**src/hdl/lsrd_pkg.sv**
```systemverilog
`default_nettype none
package lsrd_pkg;

   localparam int COORD_W    = 24;
   localparam int IDX_W      = 12;
   localparam int SHIFT_W    = 5;
   localparam int DEMAND_W   = 16;
   localparam int CELL_W     = 32;
   localparam int CNT_W      = 32;
   localparam int SUM_W      = 48;
   localparam int CROSS_W    = 7;
   localparam int CSR_IDX_W  = 3;
   localparam int CSR_DATA_W = 24;
   localparam int BOUND_W    = 44;

   localparam int DEF_COLUMNS = 64;
   localparam int DEF_ROWS    = 64;

   localparam logic [CSR_IDX_W-1:0] CSR_ORIGIN_X  = 3'd0;
   localparam logic [CSR_IDX_W-1:0] CSR_ORIGIN_Y  = 3'd1;
   localparam logic [CSR_IDX_W-1:0] CSR_WIDTH_LOG = 3'd2;
   localparam logic [CSR_IDX_W-1:0] CSR_HEIGHT_LOG = 3'd3;
   localparam logic [CSR_IDX_W-1:0] CSR_DEMAND    = 3'd4;

   localparam logic CMD_ROUTE = 1'b0;
   localparam logic CMD_READ  = 1'b1;

   typedef struct packed {
      logic               command;
      logic [COORD_W-1:0] source_x;
      logic [COORD_W-1:0] source_y;
      logic [COORD_W-1:0] sink_x;
      logic [COORD_W-1:0] sink_y;
      logic [IDX_W-1:0]   cell_index;
   } req_type;

   typedef struct packed {
      logic [COORD_W-1:0]  origin_x;
      logic [COORD_W-1:0]  origin_y;
      logic [SHIFT_W-1:0]  width_log2;
      logic [SHIFT_W-1:0]  height_log2;
      logic [DEMAND_W-1:0] demand;
   } cfg_type;

   // true when either leg of the L touches the cell [lft,rgt) x [bot,tp)
   function automatic logic touches(req_type r, logic [BOUND_W-1:0] lft,
                                    logic [BOUND_W-1:0] rgt, logic [BOUND_W-1:0] bot,
                                    logic [BOUND_W-1:0] tp);
      logic [BOUND_W-1:0] sx;
      logic [BOUND_W-1:0] sy;
      logic [BOUND_W-1:0] tx;
      logic [BOUND_W-1:0] ty;
      logic [BOUND_W-1:0] hlo;
      logic [BOUND_W-1:0] hhi;
      logic [BOUND_W-1:0] vlo;
      logic [BOUND_W-1:0] vhi;
      logic               leg_h;
      logic               leg_v;
      sx  = BOUND_W'(r.source_x);
      sy  = BOUND_W'(r.source_y);
      tx  = BOUND_W'(r.sink_x);
      ty  = BOUND_W'(r.sink_y);
      hlo = (sx < tx) ? sx : tx;
      hhi = (sx < tx) ? tx : sx;
      vlo = (sy < ty) ? sy : ty;
      vhi = (sy < ty) ? ty : sy;
      leg_h = (sy >= bot && sy < tp && hhi > lft && hlo < rgt) ||
              (sx == tx && sx >= lft && sx < rgt && sy > bot && sy < tp);
      leg_v = (tx >= lft && tx < rgt && vhi > bot && vlo < tp) ||
              (sy == ty && sy >= bot && sy < tp && tx > lft && tx < rgt);
      return leg_h || leg_v;
   endfunction

endpackage
`default_nettype wire

```
**src/hdl/lsrd_front.sv**
```systemverilog
`default_nettype none
module lsrd_front (
   input  wire logic              clock,
   input  wire logic              reset,
   input  wire logic              accept_en,
   input  wire logic              req_valid,
   output logic                   req_ready,
   input  wire lsrd_pkg::req_type req_item,
   output logic                   q_valid,
   input  wire logic              q_pop,
   output lsrd_pkg::req_type      q_item
);
   import lsrd_pkg::*;

   req_type     entry_ff [2];
   logic        wr_ptr_ff;
   logic        rd_ptr_ff;
   logic [1:0]  count_ff;
   logic        push;
   logic        pop;

   assign req_ready = accept_en && (count_ff != 2'd2);
   assign push      = req_valid && req_ready;
   assign q_valid   = (count_ff != 2'd0);
   assign pop       = q_pop && q_valid;
   assign q_item    = entry_ff[rd_ptr_ff];

   always_ff @(posedge clock) begin
      if (push) begin
         entry_ff[wr_ptr_ff] <= req_item;
      end
      if (reset) begin
         wr_ptr_ff <= 1'b0;
         rd_ptr_ff <= 1'b0;
         count_ff  <= 2'd0;
      end else begin
         if (push) begin
            wr_ptr_ff <= ~wr_ptr_ff;
         end
         if (pop) begin
            rd_ptr_ff <= ~rd_ptr_ff;
         end
         case ({push, pop})
            2'b10:   count_ff <= count_ff + 2'd1;
            2'b01:   count_ff <= count_ff - 2'd1;
            default: count_ff <= count_ff;
         endcase
      end
   end

endmodule
`default_nettype wire

```
**config.mk**
```make
export PLATFORM = sky130hd
export DESIGN_NAME = lsrd_front
export DESIGN_NICKNAME = d
export VERILOG_FILES = /design/src/hdl/lsrd_pkg.sv /design/src/hdl/lsrd_front.sv
export SDC_FILE = /design/constraint.sdc
export NUM_CORES = 1
export LEC_CHECK = 0
export BUFFER_PORTS_ARGS = -buffer_cell sky130_fd_sc_hd__buf_2
export CORE_ASPECT_RATIO = 0.9
export CORE_MARGIN = 4
export CORE_UTILIZATION = 40
export DETAILED_ROUTE_END_ITERATION = 10
export PLACE_DENSITY = 0.61
export SKIP_CTS_REPAIR_TIMING = 1
export SLEW_MARGIN = 5
export SYNTH_ARGS = -nofsm -noshare
export SYNTH_HDL_FRONTEND = slang
export SYNTH_SLANG_ARGS = --single-unit
export TNS_END_PERCENT = 20
```
**constraint.sdc**
```tcl
create_clock -name clock -period 7.7 [get_ports clock]
set_clock_uncertainty 0.1 [all_clocks]
set_input_delay 0 -clock clock [delete_from_list [all_inputs] [get_ports clock]]
set_output_delay 0 -clock clock [all_outputs]
set_load 0.02 [all_outputs]
```
==> flow_metrics.py <==
metrics = {
    "outcome": {
        "run_status": "finished clean",
    },
    "power_and_ir_drop": {
        "ir_drop_mv": 0.226,
        "switching_share_pct": 27.4,
        "powerDensity_nw_per_um2": 298,
        "p_int_mw": 2.47,
        "p_switching_mw": 0.935,
        "pwr-share-clk_pct": 33.1,
        "p_seq_share_pct": 43.7,
        "comb_power_share_pct": 23.2,
        "power.static_leakage_nw": 4.26,
    },
    "drt": {
        "vias_per_cell": 4.66,
        "dr.pass1.iters": 4,
        "vias": 4631,
        "drtAntennaViolNets": 0,
        "drt_wl_total_mm": 16.8,
        "wire_per_inst_um": 16.9,
        "route.detailed.drc": 0,
        "drt-initial-drc-count": 156,
    },
    "setup_path": {
        "worst_setup_path_end_kind": "output pin",
        "rr_worst_depth": 4,
        "r2r_slack_ps": 4980,
        "crit_fanout": 57,
        "startpoint_type": "register",
        "cp_data_required_time_ps": 7600,
        "critical_path_class": "reg -> out",
        "r2r-end": "entry_ff[1][29]$_DFFE_PP_",
        "reg2reg_from": "count_ff[0]$_SDFFE_PP0P_",
        "worstPathCellList": "buf_4 > mux2_2 > buf_2",
        "crit_arrival_ps": 2700,
        "critPathCapture": "q_item[78]",
        "max_stage_delay_ps": 800,
        "critPathSlowestCell": "dfxtp_4",
    },
    "clock_network": {
        "cts_buffer_depth": 3,
        "cts.htree.levels": 1,
        "root_buffer": "clkbuf_16",
        "cts_buffers": 24,
        "path_clk_slew_ps": 60,
        "cts.sinks": 223,
        "tritoncts": "done",
        "insertion_delay_ps": 500,
    },
    "floorplan": {
        "die_x_um": 158,
        "start_util_pct": 40.5,
        "dieArea_um2": 22500,
        "die_y_um": 143,
        "fp.coreArea_um2": 19900,
        "fp-row-count": 49,
        "io_pins": 225,
    },
    "timing": {
        "post-route-period-util_pct": 36.3,
        "grt_setup_unrepaired": "false",
        "max_slew_margin_pct": 43.0,
        "setup_tns_ps": 0,
        "slew_viol_final": 0,
        "fin_crit_ps": 2800,
        "fmax_mhz": 358,
        "worst_pin_slew_ps": 854,
        "hold_viol": 0,
        "setup_viol": 0,
        "holdWs_ps": 96.4,
    },
    "synthesis": {
        "syn_avg_cell_area_um2": 22.2,
        "yosysSeqAreaShare_pct": 82.3,
        "ys_ff_latch": 223,
        "synthesis.nets": 479,
        "netlist_instances": 364,
        "synth_area_um2": 8080,
        "yosysUniqueCellTypes": 19,
        "yosysWarnings": 0,
    },
    "placed_design": {
        "place.port_buffers": 224,
        "dpl_cell_area_um2": 9490,
        "gp_congestion": 0.745,
        "detailed_place_hpwl_mm": 10.2,
        "place_inst": 835,
    },
    "global_routing": {
        "grt-ovfl-total": 0,
        "grt_pass1_vias": 4420,
        "grt_util_all_layers_pct": 13.1,
        "antenna_found_initial": 0,
        "grt_first_pass_wirelength_mm": 23.3,
        "grt_max_degree": 63,
    },
    "cells_and_area": {
        "layout_common_cells": "buf_2, edfxtp_1, dlygate4sd3_1, mux2_2, clkbuf_16",
        "layout_commonest_cell": "buf_2",
        "utilization_pct": 57.3,
        "fin_cells": 994,
        "fin_area_um2": 11400,
        "drive_gt1_share_pct": 51.2,
        "nFillCells": 1499,
        "final_nets": 835,
        "syn2layout_area_growth_pct": 41.4,
    },
    "job": {
        "cap_violations": 0,
    },
    "min_path": {
        "hp-class": "in -> reg",
    },
}
synthesized netlist by cell type, drive strengths merged:
| library cell | count | share of area, % |
|---|---|---|
| edfxtp | 218 | 81 |
| mux2 | 110 | 15 |
| buf | 12 | 0.90 |
| dfxtp | 5 | 1.2 |
| nor2 | 5 | 0.23 |
| xnor2 | 2 | 0.22 |
| a21oi | 1 | 0.062 |
| and2 | 1 | 0.078 |
| and3 | 1 | 0.078 |
| ha | 1 | 0.15 |
| nand2b | 1 | 0.078 |
| nand3 | 1 | 0.062 |
| nor2b | 1 | 0.078 |
| o21a | 1 | 0.093 |
| o21ai | 1 | 0.062 |
| or2 | 1 | 0.078 |
| or3 | 1 | 0.078 |
| xor2 | 1 | 0.11 |
state kept, by name, indices dropped and copies added (netlist names), named ones only:
signal and cells:
entry_ff 218, count_ff 2, rd_ptr_ff 1, wr_ptr_ff 1
worst min-delay path by stage:
stage          depth (start not counted)                   endpoint    startpoint  slack [ps]
4_1_cts                                1  entry_ff[1][37]$_DFFE_PP_  req_item[37]        -440
5_1_grt                                2  entry_ff[1][11]$_DFFE_PP_  req_item[11]         110
3_3_place_gp                           1   entry_ff[1][4]$_DFFE_PP_   req_item[4]          90
3_5_place_dp                           1  entry_ff[0][88]$_DFFE_PP_  req_item[88]          90
2_1_floorplan                          1   count_ff[1]$_SDFFE_PP0P_         reset         -30
6_report                               5   count_ff[0]$_SDFFE_PP0P_     req_valid         100
critical path: cells and delay by family, from the launching register on:
kind / cells / cell delay, ps
buffers and inverters: 2 / 900
multiplexers: 1 / 410
flip-flops: 1 / 800
cells by family (layout without fill, tap and decap cells):
kind of cell / count (synthesis) / count (layout) / synth area share, %
adder cells (fa/ha/maj): 1 / 1 / 0.155
buffers and inverters: 12 / 386 / 0.899
AND/OR/NAND/NOR: 12 / 12 / 0.759
XOR/XNOR: 3 / 3 / 0.325
other: 0 / 1 / 0
flip-flops: 223 / 223 / 82.3
multiplexers: 110 / 110 / 15.3
AO/OA/AOI/OAI: 3 / 3 / 0.217
metrics by stage:
stage / power [mW] / worst slack, ps
floorplan: 2.03 / 1850
global placement: 2.25 / 5040
detailed placement: 2.26 / 4960
CTS: 3.41 / 4800
global route: 3.56 / 4740
finish: 3.41 / 4900
power groups by stage:
stage / combinational, mW / clock, mW / sequential, mW
after global routing: 0.842 / 1.22 / 1.50
after CTS: 0.750 / 1.17 / 1.49
after detailed placement: 0.745 / 0 / 1.52
after floorplan: 0.548 / 0 / 1.48
after global placement: 0.737 / 0 / 1.51
final: 0.790 / 1.13 / 1.49
metal layers:
layer	wire length (um)	global-route usage [%]	share of wire (%)
met5	0	0	0
met4	340	3.12	2.0
met3	1380	4.82	8.2
met2	7890	20.4	47
met1	7210	17.7	43
area by class of cell:
| type | instances | area, um2 | area share (%) |
|---|---|---|---|
| clock buffer | 29 | 641 | 5.61 |
| sequential | 223 | 6650 | 58.2 |
| antenna | 1 | 2.50 | 0.0219 |
| clock inverter | 15 | 148 | 1.29 |
| timing repair buffer | 342 | 2290 | 20.1 |
| multi-input combinational | 129 | 1370 | 12.0 |
| tap | 255 | 319 | 2.79 |
(Power assumes the default switching activity.)
